**src/rtl/riot_pkg.sv**
```systemverilog
// shared types, op codes and constants for the port and interval timer block
`default_nettype none
package riot_pkg;

	localparam logic [1:0] OP_READ  = 2'd0;
	localparam logic [1:0] OP_WRITE = 2'd1;
	localparam logic [1:0] OP_TICK  = 2'd2;

	localparam logic [1:0] SEL_A_DATA = 2'd0;
	localparam logic [1:0] SEL_A_DIR  = 2'd1;
	localparam logic [1:0] SEL_B_DATA = 2'd2;
	localparam logic [1:0] SEL_B_DIR  = 2'd3;

	localparam int TICKS_W = 19;
	localparam logic [7:0] POST_START  = 8'hff;
	localparam logic [7:0] STATUS_FLAG = 8'h80;

	// one accepted transaction, decoded
	typedef struct packed {
		logic       rd;
		logic       wr;
		logic       tick;
		logic [3:0] offset;
		logic [7:0] data;
	} riot_req_t;

	// prescaler select to shift amount: divide by 1, 8, 64, 1024
	function automatic logic [3:0] prescale_shift(input logic [1:0] sel);
		logic [3:0] s;
		case (sel)
			2'd0: s = 4'd0;
			2'd1: s = 4'd3;
			2'd2: s = 4'd6;
			default: s = 4'd10;
		endcase
		return s;
	endfunction

endpackage
`default_nettype wire

```
**src/rtl/riot_ports.sv**
```systemverilog
// port a and b data latches and direction registers with read mux
`default_nettype none
module riot_ports (
	input  logic              clk,
	input  logic              arst_n,
	input  riot_pkg::riot_req_t req,
	input  logic [7:0]        port_a_pins,
	input  logic [7:0]        port_b_pins,
	output logic [7:0]        rd_data,
	output logic [7:0]        a_latch_d,
	output logic [7:0]        a_dir_d,
	output logic [7:0]        b_latch_d,
	output logic [7:0]        b_dir_d
);
	import riot_pkg::*;

	logic [7:0] a_latch_q, a_dir_q, b_latch_q, b_dir_q;
	logic       port_wr;

	assign port_wr = req.wr && !req.offset[2];

	always_comb begin
		a_latch_d = a_latch_q;
		a_dir_d   = a_dir_q;
		b_latch_d = b_latch_q;
		b_dir_d   = b_dir_q;
		if (port_wr) begin
			case (req.offset[1:0])
				SEL_A_DATA: a_latch_d = req.data;
				SEL_A_DIR:  a_dir_d   = req.data;
				SEL_B_DATA: b_latch_d = req.data;
				default:    b_dir_d   = req.data;
			endcase
		end
	end

	// pins where direction is input, latch where output
	always_comb begin
		case (req.offset[1:0])
			SEL_A_DATA: rd_data = (port_a_pins & ~a_dir_q) | (a_latch_q & a_dir_q);
			SEL_A_DIR:  rd_data = a_dir_q;
			SEL_B_DATA: rd_data = (port_b_pins & ~b_dir_q) | (b_latch_q & b_dir_q);
			default:    rd_data = b_dir_q;
		endcase
	end

	always_ff @(posedge clk or negedge arst_n) begin
		if (!arst_n) begin
			a_latch_q <= '0;
			a_dir_q   <= '0;
			b_latch_q <= '0;
			b_dir_q   <= '0;
		end else begin
			a_latch_q <= a_latch_d;
			a_dir_q   <= a_dir_d;
			b_latch_q <= b_latch_d;
			b_dir_q   <= b_dir_d;
		end
	end

endmodule
`default_nettype wire

```
**src/rtl/riot_timer.sv**
```systemverilog
// interval timer: prescaled down counter, flag, post-expiry count, irq enable
`default_nettype none
module riot_timer (
	input  logic              clk,
	input  logic              arst_n,
	input  riot_pkg::riot_req_t req,
	output logic [7:0]        rd_data,
	output logic              irq_d
);
	import riot_pkg::*;

	logic                 flag_q, ien_q, running_q, after_q;
	logic [1:0]           psel_q;
	logic [TICKS_W-1:0]   ticks_q;
	logic [7:0]           post_q;

	logic                 flag_d, ien_d, running_d, after_d;
	logic [1:0]           psel_d;
	logic [TICKS_W-1:0]   ticks_d, ticks_dec, ticks_shifted, ticks_load;
	logic [7:0]           post_d;
	logic                 timer_acc;

	assign timer_acc     = req.offset[2];
	assign ticks_shifted = ticks_q >> prescale_shift(psel_q);
	assign ticks_load    = ({{(TICKS_W-8){1'b0}}, req.data} + {{(TICKS_W-1){1'b0}}, 1'b1})
		<< prescale_shift(req.offset[1:0]);
	assign ticks_dec     = (ticks_q != '0) ? ticks_q - {{(TICKS_W-1){1'b0}}, 1'b1} : '0;

	always_comb begin
		if (!req.offset[0]) begin
			if (after_q)
				rd_data = post_q;
			else if (running_q)
				rd_data = ticks_shifted[7:0];
			else
				rd_data = 8'd0;
		end else begin
			rd_data = flag_q ? STATUS_FLAG : 8'd0;
		end
	end

	always_comb begin
		flag_d    = flag_q;
		ien_d     = ien_q;
		running_d = running_q;
		after_d   = after_q;
		psel_d    = psel_q;
		ticks_d   = ticks_q;
		post_d    = post_q;
		if (req.rd && timer_acc) begin
			ien_d = req.offset[3];
			// count read acknowledges the flag, status read keeps it
			if (!req.offset[0])
				flag_d = 1'b0;
		end else if (req.wr && timer_acc) begin
			ien_d     = req.offset[3];
			flag_d    = 1'b0;
			psel_d    = req.offset[1:0];
			ticks_d   = ticks_load;
			running_d = 1'b1;
			after_d   = 1'b0;
			post_d    = 8'd0;
		end else if (req.tick) begin
			if (after_q) begin
				if (post_q != 8'd0)
					post_d = post_q - 8'd1;
			end else if (running_q) begin
				ticks_d = ticks_dec;
				if (ticks_dec == '0) begin
					flag_d  = 1'b1;
					after_d = 1'b1;
					post_d  = POST_START;
				end
			end
		end
	end

	assign irq_d = ien_d & flag_d;

	always_ff @(posedge clk or negedge arst_n) begin
		if (!arst_n) begin
			flag_q    <= 1'b0;
			ien_q     <= 1'b0;
			running_q <= 1'b0;
			after_q   <= 1'b0;
			psel_q    <= 2'd0;
			ticks_q   <= '0;
			post_q    <= 8'd0;
		end else begin
			flag_q    <= flag_d;
			ien_q     <= ien_d;
			running_q <= running_d;
			after_q   <= after_d;
			psel_q    <= psel_d;
			ticks_q   <= ticks_d;
			post_q    <= post_d;
		end
	end

	a_after_needs_run: assert property (@(posedge clk) disable iff (!arst_n)
		after_q |-> running_q)
		else $error("post-expiry count active without a loaded timer");

	a_load: assert property (@(posedge clk) disable iff (!arst_n)
		(req.wr && timer_acc) |=> (!flag_q && running_q && !after_q))
		else $error("timer load did not restart the counter");

	a_post_dec: assert property (@(posedge clk) disable iff (!arst_n)
		(req.tick && after_q && post_q != 8'd0) |=> (post_q == $past(post_q) - 8'd1))
		else $error("post-expiry count did not step down");

	a_expire: assert property (@(posedge clk) disable iff (!arst_n)
		(req.tick && running_q && !after_q && ticks_q == {{(TICKS_W-1){1'b0}}, 1'b1})
		|=> (flag_q && after_q && post_q == POST_START))
		else $error("last tick did not expire the timer");

endmodule
`default_nettype wire

```
**src/rtl/riot_ports_and_interval_timer.sv**
```systemverilog
// top level: 6530-style i/o ports and interval timer with a registered result
// result: the result of a transaction is registered and presented in the cycle after it is accepted
// throughput: one transaction per cycle; in_ready stays high while the result
//   register is empty or being taken, so only a stalled result holds off input
// reset: arst_n asynchronously clears port and timer state and the result valid, not the payload
`default_nettype none
module riot_ports_and_interval_timer (
	input  logic       clk,
	input  logic       arst_n,
	input  logic       in_valid,
	output logic       in_ready,
	input  logic [1:0] op,
	input  logic [3:0] reg_offset,
	input  logic [7:0] write_data,
	input  logic [7:0] port_a_pins,
	input  logic [7:0] port_b_pins,
	output logic       out_valid,
	input  logic       out_ready,
	output logic [7:0] read_data,
	output logic       irq_line,
	output logic [7:0] port_a_latch,
	output logic [7:0] port_a_direction,
	output logic [7:0] port_b_latch,
	output logic [7:0] port_b_direction
);
	import riot_pkg::*;

	riot_req_t  req;
	logic       fire;
	logic [7:0] port_rd, timer_rd, rd_mux;
	logic [7:0] a_latch_d, a_dir_d, b_latch_d, b_dir_d;
	logic       irq_d;

	// result register
	logic       out_valid_q;
	logic [7:0] read_data_q;
	logic       irq_q;
	logic [7:0] a_latch_q, a_dir_q, b_latch_q, b_dir_q;

	// the result register frees up in the same cycle it is taken
	assign in_ready = !out_valid_q || out_ready;
	assign fire     = in_valid && in_ready;

	// decode the transaction; op 3 maps to nothing and leaves port and timer state alone, but still returns a result
	assign req.rd     = fire && (op == OP_READ);
	assign req.wr     = fire && (op == OP_WRITE);
	assign req.tick   = fire && (op == OP_TICK);
	assign req.offset = reg_offset;
	assign req.data   = write_data;

	riot_ports u_ports (
		.clk         (clk),
		.arst_n      (arst_n),
		.req         (req),
		.port_a_pins (port_a_pins),
		.port_b_pins (port_b_pins),
		.rd_data     (port_rd),
		.a_latch_d   (a_latch_d),
		.a_dir_d     (a_dir_d),
		.b_latch_d   (b_latch_d),
		.b_dir_d     (b_dir_d)
	);

	riot_timer u_timer (
		.clk     (clk),
		.arst_n  (arst_n),
		.req     (req),
		.rd_data (timer_rd),
		.irq_d   (irq_d)
	);

	// offset bit 2 picks the timer over the port registers; writes, ticks and op 3 read 0
	assign rd_mux = (op != OP_READ) ? 8'd0 : (reg_offset[2] ? timer_rd : port_rd);

	always_ff @(posedge clk or negedge arst_n) begin
		if (!arst_n) begin
			out_valid_q <= 1'b0;
		end else if (fire) begin
			out_valid_q <= 1'b1;
		end else if (out_ready) begin
			out_valid_q <= 1'b0;
		end
	end

	// payload: post-transaction values of the irq line and port registers
	always_ff @(posedge clk) begin
		if (fire) begin
			read_data_q <= rd_mux;
			irq_q       <= irq_d;
			a_latch_q   <= a_latch_d;
			a_dir_q     <= a_dir_d;
			b_latch_q   <= b_latch_d;
			b_dir_q     <= b_dir_d;
		end
	end

	assign out_valid        = out_valid_q;
	assign read_data        = read_data_q;
	assign irq_line         = irq_q;
	assign port_a_latch     = a_latch_q;
	assign port_a_direction = a_dir_q;
	assign port_b_latch     = b_latch_q;
	assign port_b_direction = b_dir_q;

endmodule
`default_nettype wire
```
**config.mk**
```make
export PLATFORM = sky130hd
export DESIGN_NAME = riot_ports_and_interval_timer
export DESIGN_NICKNAME = d
export VERILOG_FILES = /design/src/rtl/riot_pkg.sv /design/src/rtl/riot_ports.sv /design/src/rtl/riot_timer.sv /design/src/rtl/riot_ports_and_interval_timer.sv
export SDC_FILE = /design/constraint.sdc
export NUM_CORES = 1
export LEC_CHECK = 0
export BUFFER_PORTS_ARGS = -buffer_cell sky130_fd_sc_hd__buf_2
export CORE_AREA = 3 3 84 126
export CTS_CLUSTER_DIAMETER = 100
export DETAILED_ROUTE_END_ITERATION = 6
export DIE_AREA = 0 0 87 129
export GPL_ROUTABILITY_DRIVEN = 0
export PLACE_DENSITY = 0.77
export SKIP_CTS_REPAIR_TIMING = 1
export SLEW_MARGIN = 30
export SYNTH_ARGS = -nofsm -noshare
export SYNTH_HDL_FRONTEND = slang
export SYNTH_SLANG_ARGS = --single-unit
```
**constraint.sdc**
```tcl
create_clock -name clk -period 5.5 [get_ports clk]
set_clock_uncertainty 0.1 [all_clocks]
set_input_delay 1.1 -clock clk [delete_from_list [all_inputs] [get_ports clk]]
set_output_delay 1.1 -clock clk [all_outputs]
set_load 0.02 [all_outputs]
```
==> results of run 1 <==
[worst paths after layout]
check                                         startpoint                         endpoint  depth (start not counted)
max                                            out_ready        port_b_latch[4]$_DFFE_PP_                          6
min in group asynchronous                         arst_n   u_timer.ticks_q[2]$_DFFE_PN0P_                          1
min                        u_timer.running_q$_DFFE_PN0P_    u_timer.running_q$_DFFE_PN0P_                          1
max reg2reg                  u_timer.after_q$_DFFE_PN0P_  u_timer.ticks_q[11]$_DFFE_PN0P_                          6
max in group asynchronous                         arst_n     u_ports.b_dir_q[6]$_DFF_PN0_                          2
min reg2reg                u_timer.running_q$_DFFE_PN0P_    u_timer.running_q$_DFFE_PN0P_                          1
[through the flow]
step                power [mW]  setup slack, ns  area [µm²]  hold slack (ns)
finish                    2.43             2.39        6430            0.411
global route              2.54             2.24        6430            0.436
CTS                       2.43             2.37        6430            0.419
detailed placement        1.73             2.00        6100            0.395
global placement          1.71             2.08        6100            0.373
floorplan                 1.54             1.51        5690            0.349
[cell usage in the layout (no fill, tap or decap), types with 4 or more instances in the layout]
master     instances
a21oi_1           29
a22oi_1            9
a31oi_1            5
and2_1             5
and3_1             6
buf_2             76
buf_4              4
clkbuf_16          9
dfrtp_1           66
edfxtp_1          41
ha_1               4
inv_1              8
mux2_2            33
mux2i_1            7
mux4_2             8
nand2_1           41
nand2b_1          10
nand3_1           16
nand4_1            7
nor2_1            50
nor2b_1           14
nor3_1            10
nor3b_1           10
nor4_1             6
o211ai_1           5
o21ai_0           35
o32a_1             9
o32ai_1            7
or3_1              5
xor2_1             5
[cell families (layout without fill, tap and decap cells)]
family / after synthesis / count (layout) / synth area share (%)
buffers and inverters: 42 / 104 / 2.97
adder cells (fa/ha/maj): 4 / 4 / 0.880
AND/OR/NAND/NOR: 193 / 193 / 17.8
multiplexers: 48 / 48 / 10.9
AO/OA/AOI/OAI: 131 / 131 / 15.5
flip-flops: 107 / 107 / 50.7
XOR/XNOR: 8 / 8 / 1.23
[critical path: cells and delay by family]
family | cells | cell delay [ns]
and+or+nand+nor | 4 | 1.49
muxes | 1 | 0.45
buffers and inverters | 1 | 0.07
[cell usage after synthesis, types with 10 or more instances]
library cell / instances
mux2_2: 33
clkbuf_1: 29
nor3b_1: 10
nand2b_1: 10
a21oi_1: 29
nand3_1: 16
dfrtp_1: 66
nor2_1: 50
nor3_1: 10
nor2b_1: 14
nand2_1: 41
o21ai_0: 36
edfxtp_1: 41
[layer usage]
metal / part of all wire, % / vias to the layer above / track usage [%]
met3: 6.2 / 41 / 4.80
met5: 0 / - / 0
li1: - / 2122 / -
met2: 53 / 230 / 48.6
met4: 3.6 / 0 / 13.4
met1: 37 / 2267 / 35.3
[cell type report]
class                   instances  area [µm²]
fillers                       744        3200
flip-flops and latches        107        2880
multi-input cells             384        2640
repair buffers                 80         410
clock buffers                   9         225
well taps                     115         144
clock inverters                 7         103
inverters                       8        30.0
[where the power goes]
part / switching, mW / internal (mW) / leakage [nW]
clock network: 0.333 / 0.371 / 0.160
registers: 0.180 / 0.967 / 1.26
logic: 0.314 / 0.269 / 1.21
total: 0.827 / 1.61 / 2.62
==> impl_metrics.yaml, run 1 <==
status:
  status: "complete, no violations"
critical_path:
  cp_cell_sequence: "buf_2, nand2b_1, and2_2, nor4bb_1, nand3b_1, mux2_2"
  critPathKind: "input pin to register"
  arrival_ns: 3.11
  critPathRequiredTime_ns: 5.50
  endpoint_kind: "register"
  cp_slowest_stage_delay_ns: 0.54
  crit_fanout: 8
  startpoint_type: "input pin"
  slowest_stage: "nor4bb_1"
  rrSetupSlack_ns: 2.50
clocking:
  clock-root-buffer: "clkbuf_16"
  clkLatencyLatePin_ns: 0.36
  path_clk_slew_ns: 0.07
  cts_sinks: 107
  htreeDepth: 3
  clock_path_buffers: 2
  cts_buffers: 9
  cts_tree: "built"
power_and_ir_drop:
  p_leak_nw: 2.62
  p_per_area_nw_per_um2: 378
  max-vdd-ir-drop_mv: 0.279
drt:
  vias: 4660
  wl_mm: 15.2
  drtIter0Drc: 540
  postRouteAntennaNets: 0
  post_drt_wl_per_cell_um: 21.4
  first_pass_iters: 6
  drc: 0
  routed_via_density: 6.56
layout:
  drive_above_1_share_pct: 25.0
  largest_reg_flops: 19
  antenna-diode-count: 0
  top_register: "u_timer.ticks_q"
  finalNetCount: 628
  stdcell_count: 710
  syn_to_final_growth_pct: 13.1
  fin_util_pct: 66.8
floorplanning:
  die_w_um: 87
  num_rows: 44
  die_area_um2: 11200
  core-area_um2: 9630
  pin_count: 77
  start_util_pct: 59.0
  die_h_um: 129
placed_design:
  dp_hpwl_mm: 10.8
  portBuffers: 76
  place_inst: 694
sta:
  relSlewSlack_pct: 44.3
  rsz0062_at_grt: "no"
  finalSetupViolations: 0
  hold_viol: 0
  post-route-period-util_pct: 56.5
  drv_slew: 0
  layout_min_cycle_time_ns: 3.11
  worst_slew_pin_slew_ns: 0.832
  fmax_mhz: 322
  setup_tns_ns: 0
yosys:
  yosysUniqueCellTypes: 60
  synth_fp_nets: 571
  synth_edf_count: 41
  netlist_area_um2: 5690
  ys_ff_latch: 107
  synthFlopType: "dfrtp_1"
  yosys-top-cells-area: "dfrtp_1 (29%), edfxtp_1 (22%), mux2_2 (6.5%)"
  ys_warn_count: 0
  synth_top_cell_area_share_pct: 29.0
  syn_avg_cell_area_um2: 10.7
  synth_area_leader_cell: "dfrtp_1"
  syn_inst: 533
  yosysSeqAreaShare_pct: 50.7
  synthArstFlopShare_pct: 61.7
global_route:
  antenna_found_initial: 0
  grt_max_degree: 46
  grt_pass1_wl_mm: 24.6
  grt_usage_pct: 28.7
  first_global_vias: 4724
  grt.overflow.total: 0
worst_hold_path:
  hold_class: "register to register"
run:
  cap_violations: 0
(Power assumes the default switching activity.)
==> run 2, diff against run 1 <==
Settings changed: CORE_AREA 3 3 84 126 to 3 3 85 128, DIE_AREA 0 0 87 129 to 0 0 88 131, PLACE_DENSITY 0.77 to 0.75.
Clock period 5.5 ns to 3.1 ns, I/O delays scaled along.
==> impl_metrics.yaml, run 2 (synthesis results as in run 1) <==
global_route:
  first_global_vias: 4743
  busiest_layer: "met2"
  grt_usage_pct: 28.0
  grt_pass1_wl_mm: 24.6
  grt.overflow.total: 0
  globalRouteMet2Util_pct: 46.4
  grt_max_degree: 43
  grtUsageMet1_pct: 34.7
  antenna_found_initial: 0
  met3_usage_pct: 4.20
drt:
  first_pass_iters: 6
  drc: 0
  post_drt_wl_per_cell_um: 21.5
  drtIter0Drc: 561
  wl_mm: 15.5
  postRouteAntennaNets: 0
  vias: 4772
  routed_via_density: 6.61
floorplanning:
  start_util_pct: 57.1
  die_h_um: 131
  die_w_um: 88
  num_rows: 45
  pin_count: 77
  die_area_um2: 11500
  core-area_um2: 9970
placed_design:
  dp_hpwl_mm: 11.0
  portBuffers: 76
  place_inst: 706
sta:
  rsz0062_at_grt: "no"
  post-route-period-util_pct: 92.5
  relSlewSlack_pct: 46.9
  layout_min_cycle_time_ns: 2.87
  finalSetupViolations: 0
  setup_tns_ns: 0
  drv_slew: 0
  worst_slew_pin_slew_ns: 0.792
  hold_viol: 0
  fmax_mhz: 349
critical_path:
  timing.rr.start: "u_timer.ticks_q[0]$_DFFE_PN0P_"
  critPathKind: "register to register"
  endpoint_kind: "register"
  cp_slowest_stage_delay_ns: 0.58
  critPathRequiredTime_ns: 3.27
  crit_fanout: 9
  rr_endpoint: "u_timer.post_q[3]$_DFFE_PN0P_"
  startpoint_type: "register"
  r2r_cells: 8
  arrival_ns: 3.04
  cp_cell_sequence: "inv_1, ha_1, nor3b_1, nand4_1, xor2_1, a31oi_1, or3_1, a211oi_2"
  rrSetupSlack_ns: 0.23
  slowest_stage: "or3_1"
run:
  cap_violations: 0
layout:
  finalNetCount: 638
  fin_util_pct: 65.2
  drive_above_1_share_pct: 26.3
  stdcell_count: 722
  top_register: "u_timer.ticks_q"
  largest_reg_flops: 19
  antenna-diode-count: 0
  syn_to_final_growth_pct: 14.3
  final_cell_mix: "buf_2 (76), dfrtp_1 (66), nor2_1 (50), nand2_1 (41), edfxtp_1 (41)"
  layout_commonest_cell: "buf_2"
power_and_ir_drop:
  p_per_area_nw_per_um2: 659
  p_leak_nw: 2.66
  power_mw: 4.28
  max-vdd-ir-drop_mv: 0.424
clocking:
  clock-root-buffer: "clkbuf_16"
  cts_buffers: 9
  htreeDepth: 3
  clkLatencyLatePin_ns: 0.35
  clock_path_buffers: 2
  cts_sinks: 107
  path_clk_slew_ns: 0.08
  cts_tree: "built"
worst_hold_path:
  hold_class: "input pin to async pin"
status:
  status: "complete, no violations"
## run 2: stage by stage
stage | hold WS, ns | setup slack (ns) | cell area, µm²
global placement | 0.371 | 0.381 | 6190
global route | 0.254 | 0.161 | 6500
CTS | 0.252 | 0.338 | 6500
detailed placement | 0.388 | 0.374 | 6190
floorplan | 0.224 | 0.0368 | 5690
finish | 0.219 | 0.234 | 6500
## run 2: final cells by class
cell class,count,area (µm²)
Clock inverter,7,80.1
Inverter,8,30.0
Tap cell,117,146
Sequential cell,107,2880
Fill cell,769,3470
Clock buffer,9,225
Timing Repair Buffer,90,498
Multi-Input combinational cell,384,2640
## run 2: how the worst max path moves through the flow
| stage | start | endpoint | slack, ns | cells past startpoint |
|---|---|---|---|---|
| after global routing | u_timer.ticks_q[0]$_DFFE_PN0P_ | u_timer.post_q[3]$_DFFE_PN0P_ | 0.16 | 8 |
| final | u_timer.ticks_q[0]$_DFFE_PN0P_ | u_timer.post_q[3]$_DFFE_PN0P_ | 0.23 | 8 |
| after floorplan | out_ready | port_b_direction[0]$_DFFE_PP_ | 0.04 | 6 |
| after detailed placement | out_ready | port_b_latch[5]$_DFFE_PP_ | 0.37 | 7 |
| after CTS | u_timer.ticks_q[0]$_DFFE_PN0P_ | u_timer.post_q[3]$_DFFE_PN0P_ | 0.34 | 8 |
| after global placement | out_ready | irq_line$_DFFE_PP_ | 0.38 | 8 |
## run 2: critical path: cells and delay by family (launching register included)
kind | cells | cell delay [ns]
AND/OR/NAND/NOR | 3 | 1.28
flip-flops | 1 | 0.44
AO/OA/AOI/OAI | 2 | 0.39
adder cells (fa/ha/maj) | 1 | 0.25
XOR/XNOR | 1 | 0.21
buffers and inverters | 1 | 0.12
## run 2: report_power, final
| part | total [mW] | switching [mW] | internal [mW] |
|---|---|---|---|
| sequential | 2.01 | 0.299 | 1.72 |
| combinational | 1.10 | 0.599 | 0.502 |
| clock | 1.17 | 0.590 | 0.576 |
| total | 4.28 | 1.49 | 2.79 |
## run 2: metal layers
metal / vias to the layer above / part of all wire [%]
li1: 2136 / -
met1: 2334 / 38
met2: 233 / 52
met3: 69 / 5.5
met4: 0 / 5.0
met5: - / 0
==> run 3, diff against run 2 <==
Settings changed: ABC_AREA set to 1, CORE_AREA 3 3 85 128 to 3 3 88 131, DIE_AREA 0 0 88 131 to 0 0 91 134, PLACE_DENSITY 0.75 to 0.74.
==> impl_metrics.yaml, run 3 <==
sta:
  rsz0062_at_grt: "no"
  layout_min_cycle_time_ns: 2.76
  relSlewSlack_pct: 42.3
  finalSetupViolations: 0
  drv_slew: 0
  fmax_mhz: 362
  worst_slew_pin_slew_ns: 0.866
  setup_tns_ns: 0
  post-route-period-util_pct: 89.2
  hold_viol: 0
drt:
  drc: 0
  vias: 5874
  routed_via_density: 5.98
  postRouteAntennaNets: 0
  first_pass_iters: 5
  drtIter0Drc: 513
  post_drt_wl_per_cell_um: 18.9
  wl_mm: 18.6
critical_path:
  startpoint_type: "register"
  cp_num_buf_inv: 2
  cp_slowest_stage_delay_ns: 0.46
  slowest_stage: "dfrtp_1"
  r2r_cells: 14
  critPathKind: "register to register"
  rr_endpoint: "irq_line$_DFFE_PP_"
  endpoint_kind: "register"
  critPathRequiredTime_ns: 3.21
  crit_fanout: 16
  arrival_ns: 2.88
  cp_top_family: "simple AND/OR/NAND/NOR gates"
  rrSetupSlack_ns: 0.34
  cp_cell_sequence: "inv_1, ha_1, nand2_2, nor2_4, nand3_4, nand3_1, nand2_1, inv_1, nand3_1, nor2_1, nand3_1, nand2_1, nand2_1, a21oi_1"
  timing.rr.start: "u_timer.ticks_q[0]$_DFFE_PN0P_"
global_route:
  grt.overflow.total: 0
  antenna_found_initial: 0
  grt_pass1_wl_mm: 29.7
  grt_max_degree: 35
  first_global_vias: 5803
  grt_usage_pct: 31.1
floorplanning:
  die_w_um: 91
  num_rows: 46
  start_util_pct: 56.9
  pin_count: 77
  die_area_um2: 12200
  die_h_um: 134
  core-area_um2: 10600
power_and_ir_drop:
  p_per_area_nw_per_um2: 754
  max-vdd-ir-drop_mv: 0.415
  p_leak_nw: 3.19
  power_mw: 5.22
clocking:
  cts_sinks: 107
  clock_path_buffers: 2
  cts_tree: "built"
  clock-root-buffer: "clkbuf_16"
  path_clk_slew_ns: 0.08
  cts_buffers: 9
  clkLatencyLatePin_ns: 0.36
  htreeDepth: 3
yosys:
  ys_warn_count: 0
  synthTopCellsByCount: "nand2_1 (167), inv_1 (100), o21ai_0 (89)"
  synth_edf_count: 41
  ys_ff_latch: 107
  yosysSeqAreaShare_pct: 47.9
  yosys-top-cells-area: "dfrtp_1 (27%), edfxtp_1 (20%), nand2_1 (10%)"
  synth_area_leader_cell: "dfrtp_1"
  yosysMostFrequentCell: "nand2_1"
  syn_avg_cell_area_um2: 7.96
  synthFlopType: "dfrtp_1"
  synthArstFlopShare_pct: 61.7
  synth_top_cell_area_share_pct: 27.4
  netlist_area_um2: 6020
  synth_fp_nets: 795
  yosysUniqueCellTypes: 45
  syn_inst: 757
layout:
  multi_input_area_um2: 2660
  syn_to_final_growth_pct: 15.0
  finalNetCount: 871
  final_area_um2: 6920
  nFillCells: 950
  fin_util_pct: 65.4
  largest_reg_flops: 19
  drive_above_1_share_pct: 16.0
  layout_commonest_cell: "nand2_1"
  antenna-diode-count: 0
  register_area_um2: 2880
  final_cell_mix: "nand2_1 (167), inv_1 (99), o21ai_0 (89), buf_2 (76), nor2_1 (70)"
  top_register: "u_timer.ticks_q"
run:
  cap_violations: 0
placed_design:
  dp_hpwl_mm: 13.9
  portBuffers: 76
  placed_cell_area_um2: 6590
worst_hold_path:
  hold_class: "input pin to async pin"
status:
  status: "complete, no violations"
-- run 3: cell count changes after synthesis, sizes merged, moves of 14 or more --
cell    delta
mux2      -31
o21ai     +54
nor2b     -14
a21oi     +14
clkbuf    -14
nor2      +33
inv       +93
nand2    +133
nand3     +36
-- run 3: cell families (layout without fill, tap and decap cells) --
kind of cell,count (synthesis),in the layout,share of synthesized area [%]
buffers and inverters,125,206,8.04
flip-flops,107,107,47.9
XOR/XNOR,7,7,1.02
AO/OA/AOI/OAI,183,183,17.3
AND/OR/NAND/NOR,328,328,24.4
multiplexers,3,3,0.540
adder cells (fa/ha/maj),4,4,0.831
-- run 3: how the worst max path moves through the flow --
stage	startpoint	endpoint	slack [ns]	cells after the start
3_3_place_gp	reg_offset[2]	u_timer.ticks_q[8]$_DFFE_PN0P_	0.45	11
3_5_place_dp	out_ready	port_b_direction[5]$_DFFE_PP_	0.34	8
6_report	u_timer.ticks_q[0]$_DFFE_PN0P_	irq_line$_DFFE_PP_	0.34	14
4_1_cts	u_timer.ticks_q[0]$_DFFE_PN0P_	u_timer.post_q[6]$_DFFE_PN0P_	0.48	13
2_1_floorplan	out_ready	u_timer.ticks_q[16]$_DFFE_PN0P_	0.30	10
5_1_grt	u_timer.ticks_q[0]$_DFFE_PN0P_	irq_line$_DFFE_PP_	0.27	14
-- run 3: area by class of cell --
| class | instances | share of cell area (%) |
|---|---|---|
| clock buffers | 9 | 3.25 |
| clock inverters | 7 | 1.55 |
| inverters | 102 | 5.58 |
| multi-input cells | 525 | 38.4 |
| flip-flops and latches | 107 | 41.6 |
| well taps | 144 | 2.60 |
| repair buffers | 88 | 6.98 |
-- run 3: layer usage --
metal	wire (µm)	part of all wire [%]	global-route usage, %	vias to the layer above
met5	0	0	0	-
met4	1290	6.9	20.2	0
met3	1390	7.5	5.50	81
met2	9360	50	52.8	331
met1	6560	35	36.1	2764
li1	-	-	-	2698
-- run 3: power breakdown --
group	internal (mW)	switching (mW)
clock	0.661	0.605
sequential	1.85	0.387
combinational	0.549	1.17
-- run 3: metrics by stage --
step | instances | hold slack, ns | setup WS [ns]
global placement | 966 | 0.358 | 0.453
detailed placement | 966 | 0.370 | 0.341
global route | 982 | 0.304 | 0.266
CTS | 982 | 0.290 | 0.476
finish | 982 | 0.263 | 0.336
floorplan | 757 | 0.224 | 0.300
